`src/rtl/atsp_pkg.sv`:
```
// Package for the ASN.1 time string parser: lengths, ASCII codes, format and
// field codes, the days-per-month table and small digit-accumulate helpers.
// No dependencies.
`default_nettype none

package atsp_pkg;

  localparam int unsigned BYTE_W = 8;
  localparam int unsigned POS_W  = 5;
  localparam int unsigned YEAR_W = 14;
  localparam int unsigned ACC_W  = 7;
  localparam int unsigned MOD_W  = 5;

  // Format selector codes, sampled on the first byte of a string.
  localparam logic [1:0] FMT_UTC = 2'd0;
  localparam logic [1:0] FMT_GEN = 2'd1;

  // Field codes for the digit accumulators.
  localparam logic [2:0] FIELD_YEAR   = 3'd0;
  localparam logic [2:0] FIELD_MONTH  = 3'd1;
  localparam logic [2:0] FIELD_DAY    = 3'd2;
  localparam logic [2:0] FIELD_HOUR   = 3'd3;
  localparam logic [2:0] FIELD_MINUTE = 3'd4;

  localparam logic [POS_W-1:0] UTC_LEN  = 5'd13;
  localparam logic [POS_W-1:0] GEN_LEN  = 5'd15;
  localparam logic [POS_W-1:0] POS_MAX  = 5'd16;
  localparam logic [POS_W-1:0] GEN_YEAR_DIGITS = 5'd4;

  localparam logic [BYTE_W-1:0] ASCII_Z = 8'h5A;
  localparam logic [BYTE_W-1:0] ASCII_0 = 8'h30;
  localparam logic [BYTE_W-1:0] ASCII_9 = 8'h39;

  localparam logic [YEAR_W-1:0] YEAR_PIVOT = 14'd50;
  localparam logic [YEAR_W-1:0] CENTURY_20 = 14'd2000;
  localparam logic [YEAR_W-1:0] CENTURY_19 = 14'd1900;

  localparam logic [4:0]       DAYS_FEB_LEAP = 5'd29;
  localparam logic [MOD_W-1:0] MOD_25        = 5'd25;

  // Days per month, indexed by month minus one.
  function automatic logic [4:0] days_in_month(input logic [3:0] m_idx);
    logic [4:0] d;
    case (m_idx)
      4'd1:                      d = 5'd28;
      4'd3, 4'd5, 4'd8, 4'd10:   d = 5'd30;
      default:                   d = 5'd31;
    endcase
    return d;
  endfunction

  // (m * 10) mod 25 for a residue m below 25.
  function automatic logic [MOD_W-1:0] mul10_mod25(input logic [MOD_W-1:0] m);
    logic [MOD_W-1:0] r;
    case (m)
      5'd1, 5'd6, 5'd11, 5'd16, 5'd21: r = 5'd10;
      5'd2, 5'd7, 5'd12, 5'd17, 5'd22: r = 5'd20;
      5'd3, 5'd8, 5'd13, 5'd18, 5'd23: r = 5'd5;
      5'd4, 5'd9, 5'd14, 5'd19, 5'd24: r = 5'd15;
      default:                         r = 5'd0;
    endcase
    return r;
  endfunction

  function automatic logic [ACC_W-1:0] acc7(input logic [ACC_W-1:0] a,
                                            input logic [3:0] d);
    logic [ACC_W+3:0] t;
    t = ({4'b0, a} << 3) + ({4'b0, a} << 1) + {{ACC_W{1'b0}}, d};
    return t[ACC_W-1:0];
  endfunction

  function automatic logic [YEAR_W-1:0] acc14(input logic [YEAR_W-1:0] a,
                                              input logic [3:0] d);
    logic [YEAR_W+3:0] t;
    t = ({4'b0, a} << 3) + ({4'b0, a} << 1) + {{YEAR_W{1'b0}}, d};
    return t[YEAR_W-1:0];
  endfunction

endpackage

`default_nettype wire

```
`src/rtl/asn1_time_string_parser_core.sv`:
```
// Top level of the ASN.1 time string parser: input register, per-byte
// decode and accumulate, calendar checks and the result register.
// Depends on atsp_pkg.
`default_nettype none

// Usage
//   Slave stream: one ASCII character per item in s_axis_tdata_i, the format
//   selector in s_axis_tuser_i (0 UTCTime, 1 GeneralizedTime, other values
//   fail) and s_axis_tlast_i on the final character of each string. The
//   selector is sampled on the first character of a string.
//   Master stream: one result item per string, emitted for the character
//   marked tlast. m_axis_tuser_o is the valid flag; m_axis_tdata_o carries
//   the date and time fields, all zero when the flag is low.
//   Path: an accepted item is decoded from the input register and, for a
//   final character, its result is loaded into the result register, which
//   offers it on the master stream.
//   Throughput: one character per cycle while no final character stalls;
//   the single decode stage between the input and result registers sets it.
//   Stall: while the result register is full and not taken, characters that
//   are not final still pass through the decode stage; a final character
//   waits in the input register until the result register frees up.
//   Reset: clears both valid flags and the parser state, so the first
//   character after reset starts a new string.
module asn1_time_string_parser_core (
  input  wire logic        clk_i,
  input  wire logic        rst_ni,
  input  wire logic        s_axis_tvalid_i,
  output logic             s_axis_tready_o,
  input  wire logic [7:0]  s_axis_tdata_i,   // [7:0] byte_value
  input  wire logic [1:0]  s_axis_tuser_i,   // [1:0] req_type
  input  wire logic        s_axis_tlast_i,   // last_byte
  output logic             m_axis_tvalid_o,
  input  wire logic        m_axis_tready_i,
  output logic [39:0]      m_axis_tdata_o,   // [13:0] year, [17:14] month,
                                             // [22:18] day, [27:23] hour,
                                             // [33:28] minute, [39:34] second
  output logic             m_axis_tuser_o    // valid_res
);

  // Input register.
  logic                          in_valid_q;
  logic [atsp_pkg::BYTE_W-1:0]   in_byte_q;
  logic [1:0]                    in_type_q;
  logic                          in_last_q;

  // Parser state.
  logic [atsp_pkg::POS_W-1:0]    pos_q, pos_d;
  logic [1:0]                    fmt_q, fmt_d;
  logic                          bad_q, bad_d;
  logic [atsp_pkg::YEAR_W-1:0]   year_q, year_d;
  logic [atsp_pkg::MOD_W-1:0]    ymod_q, ymod_d;
  logic [atsp_pkg::ACC_W-1:0]    month_q, month_d;
  logic [atsp_pkg::ACC_W-1:0]    day_q, day_d;
  logic [atsp_pkg::ACC_W-1:0]    hour_q, hour_d;
  logic [atsp_pkg::ACC_W-1:0]    minute_q, minute_d;
  logic [atsp_pkg::ACC_W-1:0]    second_q, second_d;

  // Result register.
  logic                          out_valid_q, out_valid_d;
  logic [39:0]                   out_data_q, out_data_d;
  logic                          out_ok_q, out_ok_d;

  logic                          advance;
  logic                          out_load;
  logic [1:0]                    fmt;
  logic [atsp_pkg::POS_W-1:0]    len;
  logic [atsp_pkg::POS_W-1:0]    last_pos;
  logic [atsp_pkg::POS_W-1:0]    gen_off;
  logic                          is_digit;
  logic [3:0]                    digit;
  logic                          bad_now;
  logic                          take;
  logic [2:0]                    field;
  logic [atsp_pkg::MOD_W:0]      ymod_sum;
  logic                          ok;
  logic                          in_range;
  logic [atsp_pkg::YEAR_W-1:0]   year_full;
  logic                          leap;
  logic [4:0]                    max_day;
  logic                          res_ok;

  // A final character needs the result register; other characters never do.
  assign advance  = in_valid_q && (!in_last_q || !out_valid_q || m_axis_tready_i);
  assign out_load = advance && in_last_q;
  assign s_axis_tready_o = !in_valid_q || advance;

  always_ff @(posedge clk_i or negedge rst_ni) begin
    if (!rst_ni) begin
      in_valid_q <= 1'b0;
    end else if (s_axis_tready_o) begin
      in_valid_q <= s_axis_tvalid_i;
    end
  end

  always_ff @(posedge clk_i) begin
    if (s_axis_tvalid_i && s_axis_tready_o) begin
      in_byte_q <= s_axis_tdata_i;
      in_type_q <= s_axis_tuser_i;
      in_last_q <= s_axis_tlast_i;
    end
  end

  // Per-character decode.
  always_comb begin
    fmt = (pos_q == '0) ? in_type_q : fmt_q;
    case (fmt)
      atsp_pkg::FMT_UTC: len = atsp_pkg::UTC_LEN;
      atsp_pkg::FMT_GEN: len = atsp_pkg::GEN_LEN;
      default:           len = '0;
    endcase
    last_pos = len - 5'd1;
    is_digit = (in_byte_q >= atsp_pkg::ASCII_0) && (in_byte_q <= atsp_pkg::ASCII_9);
    digit    = in_byte_q[3:0];
    bad_now  = 1'b0;
    take     = 1'b0;
    if ((len == '0) || (pos_q >= len)) begin
      bad_now = 1'b1;
    end else if (pos_q == last_pos) begin
      bad_now = (in_byte_q != atsp_pkg::ASCII_Z);
    end else if (!is_digit) begin
      bad_now = 1'b1;
    end else begin
      take = 1'b1;
    end
    // GeneralizedTime carries four year digits, then pairs as in UTCTime.
    gen_off = pos_q - atsp_pkg::GEN_YEAR_DIGITS;
    if (fmt == atsp_pkg::FMT_UTC) begin
      field = pos_q[3:1];
    end else if (pos_q < atsp_pkg::GEN_YEAR_DIGITS) begin
      field = atsp_pkg::FIELD_YEAR;
    end else begin
      field = gen_off[3:1] + 3'd1;
    end
    ymod_sum = {1'b0, atsp_pkg::mul10_mod25(ymod_q)} + {2'b0, digit};
  end

  // Next state.
  always_comb begin
    pos_d    = pos_q;
    fmt_d    = fmt_q;
    bad_d    = bad_q;
    year_d   = year_q;
    ymod_d   = ymod_q;
    month_d  = month_q;
    day_d    = day_q;
    hour_d   = hour_q;
    minute_d = minute_q;
    second_d = second_q;
    if (advance) begin
      if (in_last_q) begin
        pos_d    = '0;
        fmt_d    = '0;
        bad_d    = 1'b0;
        year_d   = '0;
        ymod_d   = '0;
        month_d  = '0;
        day_d    = '0;
        hour_d   = '0;
        minute_d = '0;
        second_d = '0;
      end else begin
        if (pos_q < atsp_pkg::POS_MAX) begin
          pos_d = pos_q + 5'd1;
        end
        fmt_d = fmt;
        bad_d = bad_q | bad_now;
        if (take) begin
          case (field)
            atsp_pkg::FIELD_YEAR: begin
              year_d = atsp_pkg::acc14(year_q, digit);
              // The residue mod 25 tracks the leap-year century rule.
              if (ymod_sum >= {1'b0, atsp_pkg::MOD_25}) begin
                ymod_d = ymod_sum[atsp_pkg::MOD_W-1:0] - atsp_pkg::MOD_25;
              end else begin
                ymod_d = ymod_sum[atsp_pkg::MOD_W-1:0];
              end
            end
            atsp_pkg::FIELD_MONTH:  month_d  = atsp_pkg::acc7(month_q, digit);
            atsp_pkg::FIELD_DAY:    day_d    = atsp_pkg::acc7(day_q, digit);
            atsp_pkg::FIELD_HOUR:   hour_d   = atsp_pkg::acc7(hour_q, digit);
            atsp_pkg::FIELD_MINUTE: minute_d = atsp_pkg::acc7(minute_q, digit);
            default:                second_d = atsp_pkg::acc7(second_q, digit);
          endcase
        end
      end
    end
  end

  // Result checks. A passing string ends on its Z, which adds no digit, so
  // the stored accumulators are final.
  always_comb begin
    ok = !bad_q && !bad_now && (len != '0) && (pos_q == last_pos);
    if (fmt == atsp_pkg::FMT_UTC) begin
      year_full = year_q + ((year_q < atsp_pkg::YEAR_PIVOT) ? atsp_pkg::CENTURY_20
                                                           : atsp_pkg::CENTURY_19);
    end else begin
      year_full = year_q;
    end
    in_range = (month_q >= 7'd1) && (month_q <= 7'd12) && (day_q >= 7'd1) &&
               (hour_q <= 7'd23) && (minute_q <= 7'd59) && (second_q <= 7'd59);
    // Both century offsets are multiples of 25, so the residue carries over.
    leap = (year_full[1:0] == 2'b00) && ((ymod_q != '0) || (year_full[3:0] == 4'b0000));
    max_day = atsp_pkg::days_in_month(month_q[3:0] - 4'd1);
    if ((month_q == 7'd2) && leap) begin
      max_day = atsp_pkg::DAYS_FEB_LEAP;
    end
    res_ok = ok && in_range && (day_q <= {2'b00, max_day});
  end

  always_comb begin
    out_valid_d = out_valid_q;
    out_data_d  = out_data_q;
    out_ok_d    = out_ok_q;
    if (out_load) begin
      out_valid_d = 1'b1;
      out_ok_d    = res_ok;
      if (res_ok) begin
        out_data_d = {second_q[5:0], minute_q[5:0], hour_q[4:0], day_q[4:0],
                      month_q[3:0], year_full};
      end else begin
        out_data_d = '0;
      end
    end else if (m_axis_tready_i) begin
      out_valid_d = 1'b0;
    end
  end

  always_ff @(posedge clk_i or negedge rst_ni) begin
    if (!rst_ni) begin
      pos_q       <= '0;
      fmt_q       <= '0;
      bad_q       <= 1'b0;
      year_q      <= '0;
      ymod_q      <= '0;
      month_q     <= '0;
      day_q       <= '0;
      hour_q      <= '0;
      minute_q    <= '0;
      second_q    <= '0;
      out_valid_q <= 1'b0;
    end else begin
      pos_q       <= pos_d;
      fmt_q       <= fmt_d;
      bad_q       <= bad_d;
      year_q      <= year_d;
      ymod_q      <= ymod_d;
      month_q     <= month_d;
      day_q       <= day_d;
      hour_q      <= hour_d;
      minute_q    <= minute_d;
      second_q    <= second_d;
      out_valid_q <= out_valid_d;
    end
  end

  always_ff @(posedge clk_i) begin
    out_data_q <= out_data_d;
    out_ok_q   <= out_ok_d;
  end

  assign m_axis_tvalid_o = out_valid_q;
  assign m_axis_tdata_o  = out_data_q;
  assign m_axis_tuser_o  = out_ok_q;

  // A result that waits untaken is never overwritten.
  a_no_overwrite: assert property (@(posedge clk_i) disable iff (!rst_ni)
    (out_valid_q && !m_axis_tready_i) |-> !out_load)
    else $error("result register overwritten while stalled");

  // The final character of a string returns the parser to its start.
  a_restart: assert property (@(posedge clk_i) disable iff (!rst_ni)
    out_load |=> ((pos_q == '0) && !bad_q && (year_q == '0)))
    else $error("parser state not cleared after final character");

  // A failed result carries all-zero fields.
  a_fail_zero: assert property (@(posedge clk_i) disable iff (!rst_ni)
    (out_valid_q && !out_ok_q) |-> (out_data_q == '0))
    else $error("failed result with non-zero fields");

  // A passing result has month and hour in range and a non-zero day.
  a_ok_range: assert property (@(posedge clk_i) disable iff (!rst_ni)
    (out_valid_q && out_ok_q) |->
      ((out_data_q[17:14] >= 4'd1) && (out_data_q[17:14] <= 4'd12) &&
       (out_data_q[22:18] >= 5'd1) && (out_data_q[27:23] <= 5'd23)))
    else $error("passing result with field out of range");

endmodule

`default_nettype wire

```
`config.mk`:
```
export PLATFORM = sky130hd
export DESIGN_NAME = asn1_time_string_parser_core
export DESIGN_NICKNAME = d
export VERILOG_FILES = /design/src/rtl/atsp_pkg.sv /design/src/rtl/asn1_time_string_parser_core.sv
export SDC_FILE = /design/constraint.sdc
export NUM_CORES = 1
export LEC_CHECK = 0
export BUFFER_PORTS_ARGS = -buffer_cell sky130_fd_sc_hd__buf_2
export CAP_MARGIN = 20
export CORE_MARGIN = 10
export CORE_UTILIZATION = 60
export DETAILED_ROUTE_END_ITERATION = 8
export GPL_TIMING_DRIVEN = 0
export PLACE_DENSITY_LB_ADDON = 0.3
export SKIP_LAST_GASP = 1
export SLEW_MARGIN = 20
export SYNTH_ARGS = -nofsm -noshare
export SYNTH_HDL_FRONTEND = slang
export SYNTH_SLANG_ARGS = --single-unit
```
`constraint.sdc`:
```
create_clock -name clk_i -period 10.1 [get_ports clk_i]
set_input_delay 0.505 -clock clk_i [delete_from_list [all_inputs] [get_ports clk_i]]
set_output_delay 0.505 -clock clk_i [all_outputs]
set_load 0.02 [all_outputs]
```
==> results.sh, run 1 <==
export IMPL_drtIter0Drc=418
export IMPL_layout_area_seq_mm2=0.00316
export IMPL_cts_resized_gates=0
export IMPL_vias_per_cell=6.08
export IMPL_crit_path_start_kind="flop"
export IMPL_worst_ep_arrival_time_ns=5.53
export IMPL_power_density_mw_per_mm2=348
export IMPL_hp_start="s_axis_tdata_i[3]"
export IMPL_fp_dieH_um=137
export IMPL_ys_ff_latch=116
export IMPL_finClkSkew_ns=0.0104
export IMPL_mappedNetlistArea_mm2=0.00822
export IMPL_grt_max_degree=48
export IMPL_core_mm2=0.0133
export IMPL_cts_setup_buffers=0
export IMPL_grt_use_total=0.216
export IMPL_synth_seq_area_share=0.385
export IMPL_syn_area_per_cell_um2=10.4
export IMPL_min_to="in_byte_q[3]"
export IMPL_port_buffers=57
export IMPL_hold_buffers=1
export IMPL_cts_htree_levels=4
export IMPL_fin_cells=1060
export IMPL_r2r_start="year_q[12]"
export IMPL_regToRegSetupSlack_ns=4.82
export IMPL_rows=42
export IMPL_holdPathStages=1
export IMPL_placedCellCount=1027
export IMPL_layout_drive_gt1_share=0.156
export IMPL_post_route_drc_count=0
export IMPL_synth_ff_type="dfrtp_1"
export IMPL_gp_congestion=0.945
export IMPL_grt_pass1_wl_mm=32.3
export IMPL_critPathMaxFanout=10
export IMPL_wl_mm=19.8
export IMPL_dpl_hpwl_mm=14.7
export IMPL_drtPass1Iterations=5
export IMPL_synthesis_yosys_warnings=0
export IMPL_tns_ns=0
export IMPL_async_flop_share=0.552
export IMPL_setup_viol=0
export IMPL_r2r_end="m_axis_tdata_o[5]"
export IMPL_antenna_found_initial=1
export IMPL_fin_ws_ns=4.82
export IMPL_ant_nets=0
export IMPL_leakage_nw=4.29
export IMPL_min_path_type="in2reg"
export IMPL_multi_input_area_mm2=0.00472
export IMPL_die_x_um=137
export IMPL_finalHoldViolCount=0
export IMPL_irDropWorstVdd_mv=0.272
export IMPL_final_common_cell="ha_1"
export IMPL_period_share=0.523
export IMPL_clock_path_buffers=2
export IMPL_fillCellCount=948
export IMPL_syn_inst=792
export IMPL_place_ws_ns=4.99
export IMPL_status="complete, no violations"
export IMPL_rsz0062_at_grt="no"
export IMPL_slew_headroom=0.483
export IMPL_tightest_slew_ns=0.776
export IMPL_initial_core_util=0.616
export IMPL_period_needed_ns=5.28
export IMPL_synth_edff_count=52
export IMPL_synth_cell_type_count=70
export IMPL_clkTransAtPathRegs_ns=0.06
export IMPL_finalNetCount=991
export IMPL_clock_latency_ns=0.42
export IMPL_wl_per_cell_um=18.7
export IMPL_root_buffer="clkbuf_16"
export IMPL_grt_ovfl_total=0
export IMPL_cts_sinks=116
export IMPL_num_vias=6447
export IMPL_syn2layout_area_growth_pct=14.3
export IMPL_rr_worst_depth=18
export IMPL_most_common_layout_cells="91 x ha_1, 66 x buf_2, 64 x dfrtp_1, 52 x edfxtp_1, 51 x nand2_1"
export IMPL_io_pins=58
export IMPL_cp_required_ns=10.35
export IMPL_drv_slew=0
export IMPL_critical_path_class="reg2reg"
export IMPL_numCtsBuffers=17
export IMPL_die_area_mm2=0.0188
export IMPL_grt_pass1_vias=6493
export IMPL_endpoint_kind="flop"
export IMPL_fmax_mhz=189
export IMPL_antenna_cells=0
export IMPL_cp_startpoint="year_q[12]"
export IMPL_cts_tree="done"
export IMPL_maxCapViolCount=0
export IMPL_synth_nets=912
layout make-up:
class | instances | share of cell area
multi-input combinational | 593 | 0.503
tap | 176 | 0.0235
clock inverter | 15 | 0.0192
inverter | 50 | 0.0200
clock buffer | 17 | 0.0453
sequential | 116 | 0.337
timing repair buffer | 60 | 0.0368
buffer | 33 | 0.0155
flip-flops by register name, summed over array words and instances, names as in the netlist, 2 cells and up:
name / flops
day_q: 7
fmt_q: 2
hour_q: 7
in_byte_q: 8
in_type_q: 2
m_axis_tdata_o: 40
minute_q: 7
month_q: 7
pos_q: 5
second_q: 7
year_q: 14
ymod_q: 5
routing by layer:
layer | global-route usage | share of wire | wire length (um)
met5 | 0 | 0 | 0
met3 | 0.0517 | 0.076 | 1510
met1 | 0.268 | 0.42 | 8310
met4 | 0.102 | 0.027 | 529
met2 | 0.349 | 0.48 | 9420
cells in the mapped netlist (4+ instances only):
cell type	instances	area [um2]
and2_1	38	238
a21boi_0	4	30.0
a21oi_1	34	170
nor3b_1	9	67.6
and3_1	11	68.8
edfxtp_1	52	1560
a211oi_1	5	37.5
nand3_1	24	120
inv_1	50	188
o22ai_1	7	43.8
a21o_1	19	143
nand4_1	9	56.3
ha_1	91	1140
mux2_2	17	191
nor2b_1	14	87.6
o21ai_1	11	55.1
buf_2	10	50.1
o311ai_0	4	35.0
clkbuf_1	20	75.1
a2bb2oi_1	11	96.3
nand2b_1	5	31.3
o31ai_1	6	45.0
dfrtp_1	64	1600
a221o_1	13	130
xnor2_1	25	219
xor2_1	28	245
or3_1	8	50.1
fa_1	14	280
a31oi_1	4	25.0
nand2_1	51	191
mux2i_1	7	70.1
nor3_1	22	110
nor2_1	26	97.6
o21a_1	5	37.5
o21ai_0	21	105
logic make-up (layout without fill, tap and decap cells):
group,Yosys count,in the layout,share of synthesized area
flip-flops,116,116,0.385
adder cells (fa/ha/maj),105,105,0.173
XOR/XNOR,53,53,0.0565
multiplexers,27,27,0.0391
AND/OR/NAND/NOR,240,240,0.160
buffers and inverters,83,175,0.0405
AO/OA/AOI/OAI,168,168,0.146
metrics by stage:
stage,util,total power [mW],hold slack (ns),cell area [um2]
after floorplan,-,2.19,0.209,8220
after global placement,0.653,2.50,0.511,8720
after detailed placement,0.657,2.61,0.402,8770
after CTS,0.703,3.24,0.247,9390
after global routing,0.703,3.51,0.242,9390
final,0.703,3.27,0.256,9390
worst max-delay path: stages, from the launching register on:
cell and delay, ns:
dfrtp_1 0.48, or4_1 0.56, nor3_1 0.21, nand2_1 0.21
ha_1 0.27, fa_1 0.46, or3_1 0.42, nand4_1 0.11
nand3_1 0.07, a21oi_1 0.17, o31a_1 0.14, ha_1 0.13
inv_1 0.04, a21oi_1 0.16, a211oi_1 0.07, nor4_1 0.51
and4_1 0.51, clkbuf_2 0.33, a21boi_0 0.23
report_power, final:
part | switching, mW | total (mW) | internal, mW | leakage (nW)
clock network | 0.229 | 0.617 | 0.389 | 0.282
registers | 0.189 | 0.801 | 0.612 | 1.29
logic | 1.01 | 1.85 | 0.833 | 2.72
worst max-delay path by stage:
stage | to | depth (start not counted)
2_1_floorplan | m_axis_tdata_o[5] | 18
3_3_place_gp | m_axis_tdata_o[5] | 18
3_5_place_dp | m_axis_tdata_o[29] | 18
4_1_cts | m_axis_tdata_o[22] | 18
5_1_grt | m_axis_tdata_o[5] | 18
6_report | m_axis_tdata_o[5] | 18
Power figures use the tool's default switching activity.
==> run 2, diff against run 1 <==
- ABC_AREA: not set -> 1
- CORE_UTILIZATION: 60 -> 56
- clock period: 10.1 -> 4.8 ns (I/O delays scaled with it)
==> run 2 against run 1 <==
Net effect:
- clock-buffer cell count grew 3
- hold slack lost 0.21 ns
- flip-flop and latch count is the same
- sequential power grew 95%
- clock power grew 110%
- largest power group unchanged
- critical path type unchanged
- final cell count grew 19%
- register-to-register slack lost 4.0 ns
- via count grew 5.9%
- total power grew 92%
- critical path depth grew 1
==> results.sh, run 2 <==
export IMPL_synth_nets=1097
export IMPL_drv_slew=0
export IMPL_cts_sinks=116
export IMPL_wl_per_cell_um=14.8
export IMPL_fmax_mhz=251
export IMPL_cts_resized_gates=0
export IMPL_grt_pass1_vias=6595
export IMPL_antenna_cells=0
export IMPL_utilization=0.661
export IMPL_cts_htree_levels=4
export IMPL_critPathMaxFanout=10
export IMPL_gp_congestion=0.917
export IMPL_clock_path_buffers=2
export IMPL_fillCellCount=1185
export IMPL_worst_ep_arrival_time_ns=4.25
export IMPL_hold_ws_ns=0.0499
export IMPL_endpoint_kind="flop"
export IMPL_drtPass1Iterations=5
export IMPL_num_vias=6830
export IMPL_tns_ns=0
export IMPL_min_path_type="in2reg"
export IMPL_layout_drive_gt1_share=0.164
export IMPL_grt_max_degree=48
export IMPL_power_density_mw_per_mm2=650
export IMPL_cp_startpoint="year_q[10]"
export IMPL_ant_nets=0
export IMPL_finalNetCount=1187
export IMPL_crit_family="simple AND/OR/NAND/NOR gates"
export IMPL_die_x_um=142
export IMPL_root_buffer="clkbuf_16"
export IMPL_hp_start="s_axis_tvalid_i"
export IMPL_grt_ovfl_total=0
export IMPL_synth_edff_count=52
export IMPL_core_mm2=0.0146
export IMPL_multi_input_area_mm2=0.00451
export IMPL_final_common_cell="nand2_1"
export IMPL_synth_seq_area_share=0.379
export IMPL_ys_ff_latch=116
export IMPL_io_pins=58
export IMPL_period_share=0.831
export IMPL_mappedNetlistArea_mm2=0.00835
export IMPL_yosysTopAreaCellShare=0.192
export IMPL_clock_latency_ns=0.42
export IMPL_rows=44
export IMPL_grt_pass1_wl_mm=31.9
export IMPL_finalHoldViolCount=0
export IMPL_most_common_layout_cells="198 x nand2_1, 131 x inv_1, 91 x ha_1, 85 x nor2_1"
export IMPL_rsz0062_at_grt="no"
export IMPL_synth_top_cell_by_area="dfrtp_1"
export IMPL_cts_tree="done"
export IMPL_synth_most_common_cell="nand2_1"
export IMPL_irDropWorstVdd_mv=0.326
export IMPL_slew_headroom=0.467
export IMPL_post_route_drc_count=0
export IMPL_synth_commonest_cells="198 x nand2_1, 132 x inv_1, 91 x ha_1"
export IMPL_synthesis_yosys_warnings=0
export IMPL_wl_mm=18.8
export IMPL_synth_cell_type_count=40
export IMPL_async_flop_share=0.552
export IMPL_crit_path_start_kind="flop"
export IMPL_finClkSkew_ns=0.00620
export IMPL_layout_area_seq_mm2=0.00316
export IMPL_syn_area_per_cell_um2=8.54
export IMPL_syn_inst=977
export IMPL_period_needed_ns=3.99
export IMPL_slowest_stage="fa_1"
export IMPL_clkTransAtPathRegs_ns=0.05
export IMPL_port_buffers=57
export IMPL_leakage_nw=4.67
export IMPL_numCtsBuffers=17
export IMPL_path_buf_inv=2
export IMPL_grt_use_total=0.195
export IMPL_vias_per_cell=5.40
export IMPL_largest_reg_flops=40
export IMPL_initial_core_util=0.572
export IMPL_drtIter0Drc=414
export IMPL_critPathMostFrequentCell="nor2_1"
export IMPL_die_area_mm2=0.0202
export IMPL_setup_viol=0
export IMPL_critical_path_class="reg2reg"
export IMPL_r2r_start="year_q[10]"
export IMPL_syn2layout_area_growth_pct=15.5
export IMPL_synth_ff_type="dfrtp_1"
export IMPL_antenna_found_initial=0
export IMPL_path_cells="nor2_1, nand4_1, nor2_1, inv_1, ha_1, fa_1, o21ai_0, nand2_1, nand3_1, nand4_1, nand3_1, ha_1, nand2_1, a31oi_1, nand2_1, nor2_1, nand3_1, buf_2, nor2_1"
export IMPL_tightest_slew_ns=0.799
export IMPL_fp_dieH_um=142
export IMPL_dpl_hpwl_mm=13.7
export IMPL_cp_required_ns=5.06
export IMPL_crit_path_max_incr_delay_ns=0.47
export IMPL_maxCapViolCount=0
export IMPL_status="complete, no violations"
export IMPL_synth_area_leaders="dfrtp_1 19%, edfxtp_1 19%, ha_1 14%"
[run 2: cell count changes after synthesis, sizes merged, moves of 13 or more]
cell	before	now
a21o	19	2
a221o	13	0
and2	38	0
clkbuf	21	7
inv	50	134
mux2	18	0
nand2	51	215
nand3	24	72
nand4	9	27
nor2	31	85
nor2b	14	0
nor3	22	8
o21ai	33	76
xnor2	25	10
[run 2: what timing repair did]
item,4_1_cts,5_1_grt
hold buffers,12,0
setup buffers,0,0
endpoints found under the hold margin,28,0
[run 2: cells by family after synthesis]
group                      after synthesis  share of synthesized area
xor gates and xnor gates                31                     0.0325
buffers and inverters                  160                     0.0810
AOI/OAI and AO/OA                      140                      0.105
adders and majority gates              105                      0.170
DFF                                    116                      0.379
and+or+nand+nor                        425                      0.232
[run 2: cell type report]
cell class / instances / share of cell area
Inverter: 134 / 0.0522
Clock inverter: 12 / 0.0166
Tap cell: 184 / 0.0239
Buffer: 26 / 0.0179
Timing Repair Buffer: 71 / 0.0473
Multi-Input combinational cell: 701 / 0.468
Sequential cell: 116 / 0.328
Clock buffer: 20 / 0.0463
[run 2: metal layers]
metal,routed length [um],GRT usage,up-vias
li1,-,-,3434
met1,8330,0.249,3194
met2,8930,0.314,173
met3,1140,0.0447,29
met4,359,0.0742,0
met5,0,0,-
[run 2: power by group]
group / total (mW) / switching [mW] / internal (mW)
clock network: 1.32 / 0.446 / 0.871
registers: 1.56 / 0.302 / 1.26
logic: 3.39 / 2.07 / 1.32
total: 6.27 / 2.81 / 3.46
[run 2: worst paths after layout]
check                                          to  slack, ns  depth (start not counted)
worst max register to register  m_axis_tdata_o[3]       0.81                         19
worst min-delay path                   in_valid_q       0.05                          3
worst max-delay path            m_axis_tdata_o[3]       0.81                         19
max in group asynchronous              year_q[10]       4.03                          3
worst min register to register          hour_q[6]       0.47                          2
min in group asynchronous               hour_q[2]       0.23                          2
[run 2: worst reg2reg max path, stage by stage, from the launching register on]
cell     delay, ns
dfrtp_1       0.45
nor2_1        0.24
nand4_1       0.14
nor2_1        0.19
inv_1         0.14
ha_1          0.23
fa_1          0.47
o21ai_0       0.12
nand2_1       0.13
nand3_1       0.13
nand4_1       0.11
nand3_1       0.08
ha_1          0.28
nand2_1       0.05
a31oi_1       0.20
nand2_1       0.12
nor2_1        0.10
nand3_1       0.21
buf_2         0.27
nor2_1        0.18
[run 2: metrics by stage]
stage	power [mW]	instance area (um2)	cells	worst slack [ns]
finish	6.27	9640	1264	0.811
global route	6.90	9640	1264	0.525
CTS	6.27	9640	1264	0.790
floorplan	4.20	8350	977	1.66
detailed placement	4.90	8910	1220	0.834
global placement	4.79	8860	1218	0.851
==> run 3, diff against run 2 <==
- clock period: 4.8 -> 3.2 ns (I/O delays scaled with it)
==> run 3 against run 2 <==
Net effect:
- the run now ends with setup timing left
- via count up 3.2%
- flip-flop and latch count unchanged
- die area unchanged
- largest cell class unchanged
==> results.sh, run 3 (synthesis results as in run 2) <==
export IMPL_status="finished with violations"
export IMPL_violations="setup timing"
export IMPL_slowest_stage="fa_1"
export IMPL_grt_pass1_wl_mm=33.4
export IMPL_drtPass1Iterations=5
export IMPL_power_density_mw_per_mm2=1020
export IMPL_min_to="m_axis_tvalid_o"
export IMPL_cp_startpoint="year_q[7]"
export IMPL_antenna_cells=0
export IMPL_gp_congestion=0.917
export IMPL_setup_viol=41
export IMPL_vias_per_cell=5.47
export IMPL_finalNetCount=1212
export IMPL_core_mm2=0.0146
export IMPL_layout_area_seq_mm2=0.00318
export IMPL_endpoint_kind="flop"
export IMPL_fillCellCount=1076
export IMPL_finClkSkew_ns=0.00651
export IMPL_crit_path_max_incr_delay_ns=0.50
export IMPL_fin_cells=1289
export IMPL_dpl_cell_area_mm2=0.00891
export IMPL_die_area_mm2=0.0202
export IMPL_grt_use_total=0.204
export IMPL_critPathMaxFanout=8
export IMPL_cts_sinks=116
export IMPL_worst_ep_arrival_time_ns=3.73
export IMPL_root_buffer="clkbuf_16"
export IMPL_r2r_start="year_q[7]"
export IMPL_finalPower_mw=10.3
export IMPL_wl_mm=20.3
export IMPL_holdPathStages=4
export IMPL_largest_reg_flops=40
export IMPL_clock_path_buffers=2
export IMPL_num_vias=7047
export IMPL_final_common_cell="nand2_1"
export IMPL_grt_pass1_vias=6794
export IMPL_fmax_mhz=290
export IMPL_io_pins=58
export IMPL_grt_ovfl_total=0
export IMPL_finalHoldViolCount=0
export IMPL_initial_core_util=0.572
export IMPL_drv_slew=0
export IMPL_hp_start="m_axis_tready_i"
export IMPL_crit_path_start_kind="flop"
export IMPL_most_common_layout_cells="191 x nand2_1, 121 x inv_1, 83 x ha_1, 67 x nor2_1, 58 x buf_2"
export IMPL_path_cells="nor3_2, nand4_1, nor2_2, inv_2, ha_4, fa_1, o21ai_2, nand2_2, nand3_2, nand4_1, nand3_2, ha_4, nand2_1, a31oi_1, nand2_1, nor2_2, nand3_4, buf_6, nor2_4"
export IMPL_crit_family="simple AND/OR/NAND/NOR gates"
export IMPL_path_buf_inv=2
export IMPL_cts_tree="done"
export IMPL_syn2layout_area_growth_pct=21.9
export IMPL_period_needed_ns=3.45
export IMPL_drtIter0Drc=546
export IMPL_period_share=1.08
export IMPL_irDropWorstVdd_mv=0.549
export IMPL_clock_latency_ns=0.43
export IMPL_cts_htree_levels=4
export IMPL_fin_ws_ns=-0.246
export IMPL_critical_path_class="reg2reg"
export IMPL_cp_required_ns=3.48
export IMPL_numCtsBuffers=17
export IMPL_slew_headroom=0.491
export IMPL_min_path_type="in2reg"
export IMPL_dpl_hpwl_mm=13.7
export IMPL_rr_worst_depth=19
export IMPL_r2r_end="m_axis_tdata_o[3]"
export IMPL_maxCapViolCount=0
export IMPL_multi_input_area_mm2=0.00478
export IMPL_antenna_found_initial=0
export IMPL_wl_per_cell_um=15.7
export IMPL_leakage_nw=4.81
export IMPL_die_x_um=142
export IMPL_layout_drive_gt1_share=0.250
export IMPL_ant_nets=0
export IMPL_rows=44
export IMPL_tightest_slew_ns=0.764
export IMPL_placedCellCount=1220
export IMPL_fp_dieH_um=142
export IMPL_clkTransAtPathRegs_ns=0.05
export IMPL_post_route_drc_count=0
export IMPL_regToRegSetupSlack_ns=-0.25
export IMPL_fin_area_mm2=0.0102
export IMPL_port_buffers=57
export IMPL_rsz0062_at_grt="yes"
export IMPL_grt_max_degree=48
[run 3: how the worst max path moves through the flow]
stage	depth (start not counted)	slack, ns	end
after floorplan	19	0.06	m_axis_tdata_o[7]
after global placement	19	-0.75	m_axis_tdata_o[0]
after detailed placement	19	-0.77	m_axis_tdata_o[0]
after CTS	19	-0.17	m_axis_tdata_o[12]
after global routing	19	-0.43	m_axis_tdata_o[20]
final	19	-0.25	m_axis_tdata_o[3]
[run 3: tightest hold or removal path: stages]
cell and delay, ns:
buf_2 0.08, inv_1 0.04, nand2_1 0.07, nand2_1 0.05
[run 3: power by group]
part / internal, mW / switching (mW)
registers: 1.91 / 0.439
clock network: 1.31 / 0.672
logic: 2.43 / 3.60
[run 3: layout make-up]
type,instances,area share
Timing Repair Buffer,96,0.0651
Clock buffer,20,0.0439
Clock inverter,12,0.0157
Inverter,134,0.0499
Multi-Input combinational cell,701,0.470
Sequential cell,116,0.313
Buffer,26,0.0199
Tap cell,184,0.0226
[run 3: routing by layer]
layer / routed length [um] / part of all wire / vias to the layer above / track usage
li1: - / - / 3490 / -
met1: 8720 / 0.43 / 3315 / 0.259
met2: 9900 / 0.49 / 201 / 0.336
met3: 1220 / 0.060 / 41 / 0.0421
met4: 448 / 0.022 / 0 / 0.0753
met5: 0 / 0 / - / 0
[run 3: stage by stage]
stage	setup WS, ns	hold slack [ns]	utilization	TNS [ns]
2_1_floorplan	0.0598	-0.136	-	0
3_3_place_gp	-0.749	0.337	0.607	-26.69
3_5_place_dp	-0.766	0.0652	0.611	-27.54
4_1_cts	-0.170	0.00381	0.682	-6.17
5_1_grt	-0.426	0.0385	0.697	-16.22
6_report	-0.246	0.0127	0.697	-8.78
[run 3: timing repair]
item / 4_1_cts / 5_1_grt
hold endpoints to repair: 76 / 0
setup buffers: 14 / 7
hold buffers: 13 / 0
gates cloned: 3 / 0
setup endpoints to repair: 45 / 46
pin swaps: 11 / 16
resized for setup: 65 / 54
